### config.mk
export PLATFORM = sky130hd
export DESIGN_NAME = brfo_ctrl
export DESIGN_NICKNAME = d
export VERILOG_FILES = /design/src/brfo_pkg.sv /design/src/brfo_ctrl.sv
export SDC_FILE = /design/constraint.sdc
export NUM_CORES = 1
export LEC_CHECK = 0
export BUFFER_PORTS_ARGS = -buffer_cell sky130_fd_sc_hd__buf_2
export CELL_PAD_IN_SITES_DETAIL_PLACEMENT = 1
export CELL_PAD_IN_SITES_GLOBAL_PLACEMENT = 1
export CORE_ASPECT_RATIO = 0.6
export CORE_MARGIN = 5
export CORE_UTILIZATION = 37
export CTS_CLUSTER_DIAMETER = 80
export CTS_CLUSTER_SIZE = 8
export DETAILED_ROUTE_END_ITERATION = 8
export PLACE_DENSITY = 0.69
export SYNTH_ARGS = -nofsm -noshare
export SYNTH_HDL_FRONTEND = slang
export SYNTH_SLANG_ARGS = --single-unit
export TNS_END_PERCENT = 20
### constraint.sdc
create_clock -name i_clk -period 13.8 [get_ports i_clk]
set_input_delay 0.69 -clock i_clk [delete_from_list [all_inputs] [get_ports i_clk]]
set_output_delay 0.69 -clock i_clk [all_outputs]
set_load 0.01 [all_outputs]
### src/brfo_pkg.sv
// Shared types and constants for the circular byte FIFO with overwrite.
`default_nettype none

package brfo_pkg;

    // Default number of entries in the byte store.
    localparam int DEPTH_DEFAULT = 1024;
    // Capacity register width and its value after reset.
    localparam int CFG_W         = 11;
    localparam int CAP_RESET     = 1024;
    // Width of the reported fill level.
    localparam int FILL_W        = 11;

    typedef enum logic [1:0] {
        OP_PUSH     = 2'd0,
        OP_PUSH_OVR = 2'd1,
        OP_POP      = 2'd2,
        OP_FLUSH    = 2'd3
    } t_op;

    typedef struct packed {
        t_op        op;
        logic [7:0] data;
    } t_in_item;

    typedef struct packed {
        logic              accepted;
        logic [7:0]        read_data;
        logic [FILL_W-1:0] fill_level;
        logic              is_full;
        logic              is_empty;
    } t_out_item;

    // Result fields known at accept time; the popped byte follows from memory.
    typedef struct packed {
        logic              accepted;
        logic              popped;
        logic [FILL_W-1:0] fill_level;
        logic              is_full;
        logic              is_empty;
    } t_meta;

    typedef struct packed {
        logic       wr_en;
        logic       rd_en;
        logic [7:0] wr_data;
    } t_mem_cmd;

endpackage

`default_nettype wire

### src/brfo_ctrl.sv
// Position and flag control: capacity register, write/read positions, full flag.
`default_nettype none

module brfo_ctrl #(
    parameter int DEPTH = brfo_pkg::DEPTH_DEFAULT,
    parameter int AW    = $clog2(DEPTH),
    parameter int LW    = $clog2(DEPTH + 1)
) (
    input  wire                             i_clk,
    input  wire                             i_rst_n,
    input  wire                             i_cfg_wr_en,
    input  wire  [brfo_pkg::CFG_W-1:0]      i_cfg_wr_data,
    input  wire                             i_accept,
    input  brfo_pkg::t_in_item              i_item,
    output brfo_pkg::t_mem_cmd              o_mem_cmd,
    output logic [AW-1:0]                   o_wr_addr,
    output logic [AW-1:0]                   o_rd_addr,
    output brfo_pkg::t_meta                 o_meta
);

    localparam int CAP_INIT = (brfo_pkg::CAP_RESET > DEPTH) ? DEPTH : brfo_pkg::CAP_RESET;

    logic [LW-1:0] r_cap;
    logic [AW-1:0] r_wp;
    logic [AW-1:0] r_rp;
    logic          r_ff;

    logic [LW-1:0] n_cap;
    logic [AW-1:0] n_wp;
    logic [AW-1:0] n_rp;
    logic          n_ff;

    logic [LW-1:0] wp_plus;
    logic [LW-1:0] rp_plus;
    logic [AW-1:0] wp_inc;
    logic [AW-1:0] rp_inc;
    logic          pos_eq;
    logic          cur_full;
    logic          cur_empty;
    logic          acc;
    logic          pop;
    logic          wr;
    logic          n_eq;
    logic [LW-1:0] level;

    // Clamp the written capacity into 1..DEPTH.
    always_comb begin
        if (i_cfg_wr_data == '0) begin
            n_cap = LW'(1);
        end else if (32'(i_cfg_wr_data) > 32'(DEPTH)) begin
            n_cap = LW'(DEPTH);
        end else begin
            n_cap = LW'(i_cfg_wr_data);
        end
    end

    // Advance a position, wrapping at capacity.
    assign wp_plus = LW'(r_wp) + LW'(1);
    assign rp_plus = LW'(r_rp) + LW'(1);
    assign wp_inc  = (wp_plus >= r_cap) ? '0 : AW'(wp_plus);
    assign rp_inc  = (rp_plus >= r_cap) ? '0 : AW'(rp_plus);

    assign pos_eq    = (r_wp == r_rp);
    assign cur_full  = r_ff & pos_eq;
    assign cur_empty = ~r_ff & pos_eq;

    always_comb begin
        n_wp = r_wp;
        n_rp = r_rp;
        n_ff = r_ff;
        acc  = 1'b0;
        pop  = 1'b0;
        wr   = 1'b0;
        unique case (i_item.op)
            brfo_pkg::OP_PUSH: begin
                if (!cur_full) begin
                    wr   = 1'b1;
                    acc  = 1'b1;
                    n_wp = wp_inc;
                    if (wp_inc == r_rp) begin
                        n_ff = 1'b1;
                    end
                end
            end
            brfo_pkg::OP_PUSH_OVR: begin
                // Drop the oldest byte when the store wraps onto it.
                wr   = 1'b1;
                acc  = 1'b1;
                n_wp = wp_inc;
                if (cur_full || wp_inc == r_rp) begin
                    n_ff = 1'b1;
                    n_rp = wp_inc;
                end
            end
            brfo_pkg::OP_POP: begin
                if (!cur_empty) begin
                    pop  = 1'b1;
                    acc  = 1'b1;
                    n_rp = rp_inc;
                    n_ff = 1'b0;
                end
            end
            brfo_pkg::OP_FLUSH: begin
                n_ff = 1'b0;
                n_rp = r_wp;
            end
        endcase
    end

    // Fill level after the item; modular arithmetic in LW bits is exact here.
    assign n_eq = (n_wp == n_rp);
    always_comb begin
        if (n_ff) begin
            level = r_cap;
        end else if (n_wp >= n_rp) begin
            level = LW'(n_wp) - LW'(n_rp);
        end else begin
            level = LW'(n_wp) + r_cap - LW'(n_rp);
        end
    end

    always_ff @(posedge i_clk) begin
        if (!i_rst_n) begin
            r_cap <= LW'(CAP_INIT);
            r_wp  <= '0;
            r_rp  <= '0;
            r_ff  <= 1'b0;
        end else if (i_cfg_wr_en) begin
            r_cap <= n_cap;
            r_wp  <= '0;
            r_rp  <= '0;
            r_ff  <= 1'b0;
        end else if (i_accept) begin
            r_wp <= n_wp;
            r_rp <= n_rp;
            r_ff <= n_ff;
        end
    end

    assign o_mem_cmd.wr_en   = i_accept & wr;
    assign o_mem_cmd.rd_en   = i_accept & pop;
    assign o_mem_cmd.wr_data = i_item.data;
    assign o_wr_addr         = r_wp;
    assign o_rd_addr         = r_rp;

    assign o_meta.accepted   = acc;
    assign o_meta.popped     = pop;
    assign o_meta.fill_level = brfo_pkg::FILL_W'(level);
    assign o_meta.is_full    = n_ff & n_eq;
    assign o_meta.is_empty   = ~n_ff & n_eq;

    a_wp_in_range: assert property (@(posedge i_clk) disable iff (!i_rst_n)
        LW'(r_wp) < r_cap)
        else $error("write position beyond capacity");

    a_rp_in_range: assert property (@(posedge i_clk) disable iff (!i_rst_n)
        LW'(r_rp) < r_cap)
        else $error("read position beyond capacity");

    a_full_at_meet: assert property (@(posedge i_clk) disable iff (!i_rst_n)
        r_ff |-> (r_wp == r_rp))
        else $error("full flag set while positions differ");

    a_cfg_empties: assert property (@(posedge i_clk) disable iff (!i_rst_n)
        i_cfg_wr_en |=> (r_wp == '0 && r_rp == '0 && !r_ff))
        else $error("capacity write did not empty the FIFO");

endmodule

`default_nettype wire

== Yosys cells after proc, flatten, opt, wreduce, memory -nomap -nowiden ==
Cells that the tools add are included.
W data, S select, Z words.

* Order comparisons: 4
* Shift operators: 0
* $mul: 0
* Bitwise gates (word level): 9
* Div/mod/pow operators: 0
* Add/subtract/negate cells: 5
* Equality and inequality tests: 6
* Muxes and demuxes: 21
* Reduce and logical (&&, ||, !) cells: 4

{| class="wikitable"
|+ Operator list
! cell !! number
|-
| $mux W10 || 5
|-
| $mux W11 || 4
|-
| $eq A10 B10 Y1 || 3
|-
| $pmux W10 S3 || 1
|-
| $add A10 B1 Y11 const B || 2
|-
| $ge A11 B11 Y1 || 2
|-
| $pmux W10 S2 || 1
|-
| $add A10 B11 Y11 || 1
|-
| $gt A11 B11 Y1 const B || 1
|-
| $logic_not A11 Y1 || 1
|-
| $sub A10 B10 Y11 || 1
|-
| $sub A11 B10 Y11 || 1
|-
| $ge A10 B10 Y1 || 1
|-
| $mux W1 || 7
|-
| $and A1 B1 Y1 || 6
|-
| $eq A2 B2 Y1 const B || 2
|-
| $pmux W1 S4 || 1
|-
| $not A1 Y1 || 3
|-
| $pmux W1 S3 || 1
|-
| $eq A2 B1 Y1 const B || 1
|-
| $logic_not A2 Y1 || 1
|-
| $pmux W1 S2 || 1
|-
| $reduce_or A2 Y1 || 1
|-
| $logic_or A1 B1 Y1 || 1
|}

* Bits of input ports: 25
* Word-level logic and storage cells: 53
* Register bits: 32
* Memory bits (read-only): 0
* Output and inout bits: 45
* Bits in writable memories: 0
* Memories kept: 0
* Bits in latches: 0

== Logic depth before layout (Yosys ltp) ==
Gate-level depths: netlist (run 1).

* Depth after elaboration: 10
* Gate-level depth with buffers: 28
* Gate-level depth less buffers: 26

== Worst setup path before layout (run 1) ==
No wires, ideal clock.

* Path kind: register to output
* Start point: register r_wp[0], in the netlist o_wr_addr[0]
* End point: output o_meta[12] (netlist name)
* Stages on the path, launching flop included: 26
* Buffers on the path: 1
* Data required time: 13,110 ps
* Data arrival time: 6,086 ps
* Setup slack: 7,024 ps
* Cells stage by stage: dfxtp_1 > ha_1 > and3_1 > xnor2_1 > inv_1 > ha_1 > a21oi_1 > o21ai_0 > or2b_1 > clkbuf_1 > a311oi_1 > a21oi_2 > o41a_4 > a22o_1 > o221a_2 > fa_1 > inv_1 > fa_1 > a21o_1 > a21oi_1 > o21ai_0 > o41ai_1 > o21a_1 > xnor2_1 > o21ai_0 > a22oi_1

{| class="wikitable"
|+ RTL lines
! what !! RTL line !! text
|-
| start: declaration || brfo_ctrl.sv:24 || <nowiki>logic [AW-1:0] r_wp;</nowiki>
|-
| start signal: assignment || brfo_ctrl.sv:134 || <nowiki>r_wp <= n_wp;</nowiki>
|-
| end: declaration || brfo_ctrl.sv:18 || <nowiki>output brfo_pkg::t_meta o_meta</nowiki>
|}

==> metrics, run 1 <==
clk_lat worst skew a little under 300 ps; actual slew at the worst max-slew pin between 1000 and 1500 ps; Yosys top cell by area dfxtp_1; R2R setup slack 8920 ps; Synth cell types just over 80; Die ar. about 16000 um2; Syn Std Cell Area 4920 um2; Power Density about 87 nW/um2; share of the synthesized area in the top cell type 0.130; worst setup path class register to primary output; Final ANT Viol Nets 0; Setup Skew 7.49 ps; largest net degree at the start of global routing 22; RSZ-0062 raised after global routing false; Synth Register Bits 32; PortBufs 53; Lkg Pwr between 2 and 2.5 nW; asr flop ratio synth 0; Top Ports 70; Hold Path Cell Cnt 2; Main synth FF type dfxtp_1; GPL Wtd Cong ~1; HP Start r_cap[10]; maximum clock path buffer count 2; share of cells above drive strength 1 0.128; post-route worst setup slack approximately 5200 ps; WP buf/inv 3; cell area after layout between 5000 and 6000 um2; placed inst area ~5200 um2; CTS root buf clkbuf_16; Clock Sinks 32; cells after synthesis 650; Startpoint Class register; Placement Rows 32; Worst R2R End o_rd_addr[1]; crit path launch o_wr_addr[0]; Synth-to-Final Area Change 7.91%; Die Span X roughly 160 um; DRT Pass-1 Iters 5; kind of end point of the critical path primary output; crit path max fanout 17; gr usage total 0.262; Worst VDD drop roughly 0.043 mV; total negative slack 0 ps; residual DRC count 0; vias in the first global route roughly 5200; H-Tree Depth 2; most frequent CP cell ha_1; Max stage delay cell, worst path dfxtp_1; number of synthesized flops with an enable pin 0; WHS Endpoint r_cap[10]; post-cts resize count 0; status complete, no violations; Final period util 0.625; post-synth net total 730; CTS tree yes; worst path arrival time a little under 8000 ps; DIE HEIGHT ~99 um; Post-Route WL 21300 um; final hold violation count 0; CP top delay family compound AO/OA/AOI/OAI gates; fin nets 744; multi-input logic area 3860 um2; vias per inst approximately 6.4; sequential-to-total area share from yosys stat 0.130; FF-to-FF Start o_wr_addr[0]; Yosys warning total 0; final total power 462 uW; max-slew violations 0; worst r2r path cells 13; post-DP HPWL roughly 17000 um; Crit path largest cell delay between 600 and 700 ps; Post-CTS Setup Repair Bufs 0; Ant. Diodes 0; Register Area between 600 and 700 um2; total CTS buffers 5; Max-Cap Viols 0; Iteration-0 DRC Markers between 500 and 600; Core Area approximately 13000 um2; global-route wire length before repair between 30000 and 40000 um; Avg WL per Cell 25.5 um; Post-CTS Hold Fix Bufs 0; Critical Path RT approximately 13000 ps; Max Freq 116 MHz; grt total ovfl 0; Worst-path clk slew 60 ps; Rel. slew slack 0.141; initial antenna violation count 0; # fillers 1611; hold crit path type register to register; Initial Util 0.380; Final setup viols 0; Area contributors post-synth dfxtp_1 13%, ha_1 11%, nand2_1 5.1%; Setup WS pre-CTS ~5600 ps; Synth Area per Inst 7.57 um2; fin crit period 8630 ps; detailed-route via count about 5300
-- cells in the mapped netlist, types with 7 or more instances --
master,instances
nand2_1,67
nor2_1,47
ha_1,44
a21oi_1,42
inv_1,38
o21ai_0,38
dfxtp_1,32
clkbuf_1,26
xnor2_1,25
mux2i_1,19
nor3_1,16
xor2_1,15
a21o_1,14
o211ai_1,14
buf_4,13
nand3_1,12
fa_1,11
o22ai_1,11
and3_1,9
nand4_1,8
o211a_1,8
o31ai_1,8
buf_2,7
-- where the power goes --
group	total (mW)	leakage [nW]	internal, mW	switching (mW)
registers	0.102	0.260	0.0950	0.00656
clock network	0.120	0.0660	0.0673	0.0526
logic	0.241	2.08	0.0941	0.146
total	0.462	2.40	0.256	0.206
-- stage by stage --
stage	instances	hold WS [ps]	util
floorplan	650	468	-
global placement	827	483	0.399
detailed placement	827	505	0.399
CTS	835	517	0.410
global route	835	579	0.410
finish	835	518	0.410
-- state kept, by name (all words and copies together) (netlist names) --
signal and cells:
o_rd_addr 10, o_wr_addr 10, r_cap 11, r_ff 1
-- logic make-up (layout without fill, tap and decap cells) --
logic type | Yosys count | count (layout) | share of synthesized area
compound gates | 207 | 207 | 0.296
flops | 32 | 32 | 0.130
buf+inv | 91 | 106 | 0.0857
xor+xnor | 43 | 43 | 0.0850
fa+ha+maj | 55 | 55 | 0.157
mux | 20 | 20 | 0.0410
simple gates | 202 | 202 | 0.206
-- metal layers --
metal	GRT usage	vias up	share of wire	wire length, um
met5	0	-	0	0
li1	-	2401	-	-
met3	0.0928	25	0.12	2590
met2	0.356	301	0.38	8120
met1	0.391	2590	0.48	10200
met4	0.0522	0	0.017	355
-- placed cells by master (no fill, tap or decap), types with 4 or more instances in the layout --
| cell type | count |
|---|---|
| o22ai_1 | 11 |
| inv_1 | 38 |
| fa_1 | 11 |
| buf_2 | 53 |
| a211o_1 | 4 |
| o211ai_1 | 14 |
| o21ai_0 | 37 |
| a21o_1 | 14 |
| or3_1 | 4 |
| o31ai_1 | 8 |
| nand3_1 | 12 |
| o211a_1 | 8 |
| a311oi_1 | 6 |
| xor2_1 | 15 |
| a31oi_1 | 6 |
| and3_1 | 9 |
| a211oi_1 | 4 |
| mux2i_1 | 19 |
| nand4_1 | 8 |
| dfxtp_1 | 32 |
| nor2b_1 | 6 |
| buf_4 | 4 |
| nor3_1 | 16 |
| clkbuf_16 | 5 |
| ha_1 | 44 |
| and2_1 | 6 |
| xnor2_1 | 25 |
| and4_1 | 4 |
| nor2_1 | 47 |
| nand2_1 | 67 |
| o21a_1 | 5 |
| a21oi_1 | 42 |
-- how the worst max path moves through the flow --
stage | end | slack (ps) | cells after the start
after floorplan | o_meta[12] | 7020 | 25
after global placement | o_meta[12] | 5830 | 26
after detailed placement | o_meta[12] | 5640 | 26
after CTS | o_meta[12] | 5280 | 26
after global routing | o_meta[12] | 4750 | 26
final | o_meta[12] | 5170 | 26
-- area by class of cell --
cell class	count	area share
Multi-Input combinational cell	527	0.727
Sequential cell	32	0.121
Timing Repair Buffer	57	0.0556
Tap cell	170	0.0401
Inverter	41	0.0290
Clock buffer	5	0.0236
Clock inverter	3	0.00448
-- tightest hold or removal path, stage by stage, from the launching register on --
cell,delay [ps]
dfxtp_1,310
nor2_1,80
o21ai_0,70
Power figures use the tool's default switching activity.
==> run 2: changes to the inputs <==
--- a/config.mk
+++ b/config.mk
@@ -14,7 +14,7 @@
 export CTS_CLUSTER_DIAMETER = 80
 export CTS_CLUSTER_SIZE = 8
 export DETAILED_ROUTE_END_ITERATION = 8
-export PLACE_DENSITY = 0.69
+export PLACE_DENSITY = 0.72
 export SYNTH_ARGS = -nofsm -noshare
 export SYNTH_HDL_FRONTEND = slang
 export SYNTH_SLANG_ARGS = --single-unit
==> constraint.sdc (replaced) <==
create_clock -name i_clk -period 6.9 [get_ports i_clk]
set_input_delay 0.345 -clock i_clk [delete_from_list [all_inputs] [get_ports i_clk]]
set_output_delay 0.345 -clock i_clk [all_outputs]
set_load 0.01 [all_outputs]
==> run 2 against run 1 <==
  * Total power rose by 120%
  * Critical path depth fell by 3
  * First-iteration DRC count rose by 6.3%
  * Largest power group unchanged
  * Hold slack got worse by 220 ps
  * Wire length rose by 10%
==> metrics, run 2 (same netlist as run 1, synthesis figures left out) <==
status complete, no violations; DRT Pass-1 Iters 6 (+1); share of cells above drive strength 1 0.262 (+0.134); Worst-path clk slew 60 ps (about the same); largest net degree at the start of global routing 22 (unchanged); Rel. slew slack 0.189 (+0.0487); fin nets 809 (+8.7%); Final ANT Viol Nets 0 (unchanged); kind of end point of the critical path primary output; vias in the first global route 5527 (+6.5%); initial antenna violation count 0 (unchanged); residual DRC count 0 (unchanged); # fillers 1604 (-0.43%); post-route worst setup slack 39.9 ps (-5130 ps); GPL Wtd Cong 1.01 (+1.9%); Iteration-0 DRC Markers 571 (+6.3%); Max stage delay cell, worst path dfxtp_1; max reg flops 11 (unchanged); Power Density 164 nW/um2 (+88%); Worst VDD drop 0.0797 mV (+84%); Die ar. 15800 um2 (unchanged); worst path arrival time 6520 ps (-1420 ps); worst setup path class register to primary output; Core Area 12900 um2 (unchanged); crit path max fanout 8 (-9); commonest non-fill, non-tap cell in the layout nand2_1; worst path cell trace nand3_4 -> xnor2_4 -> ha_4 -> nand4_1 -> o31a_1 -> a311oi_2 -> buf_4 -> o32ai_4 -> o41a_4 -> a22o_4 -> o221a_4 -> fa_1 -> inv_1 -> ha_1 -> a21o_1 -> a21oi_2 -> o21bai_1 -> a2111o_1 -> a41oi_2 -> xor2_1 -> a211o_1 -> mux2i_1 -> buf_2; final hold violation count 0 (unchanged); Post-Route WL 23400 um (+10%); maximum clock path buffer count 2 (unchanged); Max Freq ~150 MHz; global-route wire length before repair 33800 um (+5.5%); Setup WS pre-CTS -70.4 ps (-5710 ps); clk_lat worst skew 300 ps (about the same); hold crit path type input pin to register; H-Tree Depth 2 (unchanged); Synth-to-Final Area Change 23.8%; Top Ports 70 (unchanged); Initial Util 0.380 (unchanged); Critical Path RT 6550 ps (-6560 ps); Crit path largest cell delay 680 ps (about the same); most frequent cells in the layout 66 x nand2_1, 65 x buf_4, 53 x buf_2, 47 x nor2_1, 41 x ha_1; placed insts 873 (+5.6%); actual slew at the worst max-slew pin 1210 ps (-66.6 ps); CTS tree yes; Ant. Diodes 0 (unchanged); Largest Register r_cap; Final period util 0.994; final total power 996 uW (+120%); detailed-route via count 5805 (+9.2%); final core occ 0.471 (+0.0603); Lkg Pwr 2.79 nW (+16%); total negative slack 0 ps (unchanged); Setup Skew 9.84 ps (+2.35 ps); Clock Sinks 32 (unchanged); Post-CTS Hold Fix Bufs 0 (unchanged); Final setup viols 0 (unchanged); total CTS buffers 5 (unchanged); CTS root buf clkbuf_16; grt total ovfl 0 (unchanged); post-DP HPWL 18400 um (+9.3%); Max-Cap Viols 0 (unchanged); DIE HEIGHT 99.3 um (unchanged); gr usage total 0.276 (+0.0146); vias per inst 6.45 (+1.3%); Startpoint Class register; Die Span X 159 um (unchanged); max-slew violations 0 (unchanged); PortBufs 53 (unchanged); Avg WL per Cell 26.0 um (+2.1%); Placement Rows 32 (unchanged); fin crit period 6860 ps; final instance count without filler cells 900 (+7.8%)
[run 2: what timing repair did]
item / 4_1_cts / 5_1_grt
gates resized for setup: 25 / 40
gates cloned: 1 / 0
endpoints found under the setup margin: 10 / 11
setup buffers: 3 / 15
pin swaps: 5 / 18
[run 2: final cells by class]
class / instances / area (um2) / area share
Sequential cell: 32 / 666 / 0.109
Multi-Input combinational cell: 528 / 4110 / 0.675
Clock buffer: 5 / 125 / 0.0206
Clock inverter: 3 / 23.8 / 0.00391
Tap cell: 170 / 213 / 0.0349
Inverter: 41 / 154 / 0.0253
Timing Repair Buffer: 121 / 795 / 0.131
[run 2: final timing paths]
check,startpoint,to,slack (ps),cells past startpoint
min,i_cfg_wr_data[2],r_cap[2],300,3
min reg2reg,r_cap[10],r_cap[10],540,2
max,o_wr_addr[8],o_meta[11],40,23
max reg2reg,o_wr_addr[1],o_wr_addr[8],2950,14
[run 2: critical path: cells and delay by family (launching register included)]
| kind | cells | cell delay, ps |
|---|---|---|
| AOI/OAI and AO/OA | 12 | 3120 |
| xor gates and xnor gates | 2 | 340 |
| muxes | 1 | 130 |
| DFF | 1 | 680 |
| buffers and inverters | 3 | 410 |
| adders and majority gates | 3 | 1070 |
| and+or+nand+nor | 2 | 460 |
[run 2: per-layer routing]
| layer | global-route usage | routed length, um |
|---|---|---|
| met1 | 0.432 | 11400 |
| met2 | 0.358 | 8880 |
| met3 | 0.0791 | 2620 |
| met4 | 0.0707 | 530 |
| met5 | 0 | 0 |
[run 2: power breakdown]
part           internal, mW  switching [mW]
clock network         0.135           0.109
logic                 0.231           0.326
registers             0.188         0.00709
[run 2: through the flow]
stage          hold slack (ps)  cell area (um2)
2_1_floorplan              421             4920
3_3_place_gp               482             5500
3_5_place_dp               540             5500
4_1_cts                    293             5770
5_1_grt                    317             6090
6_report                   296             6090
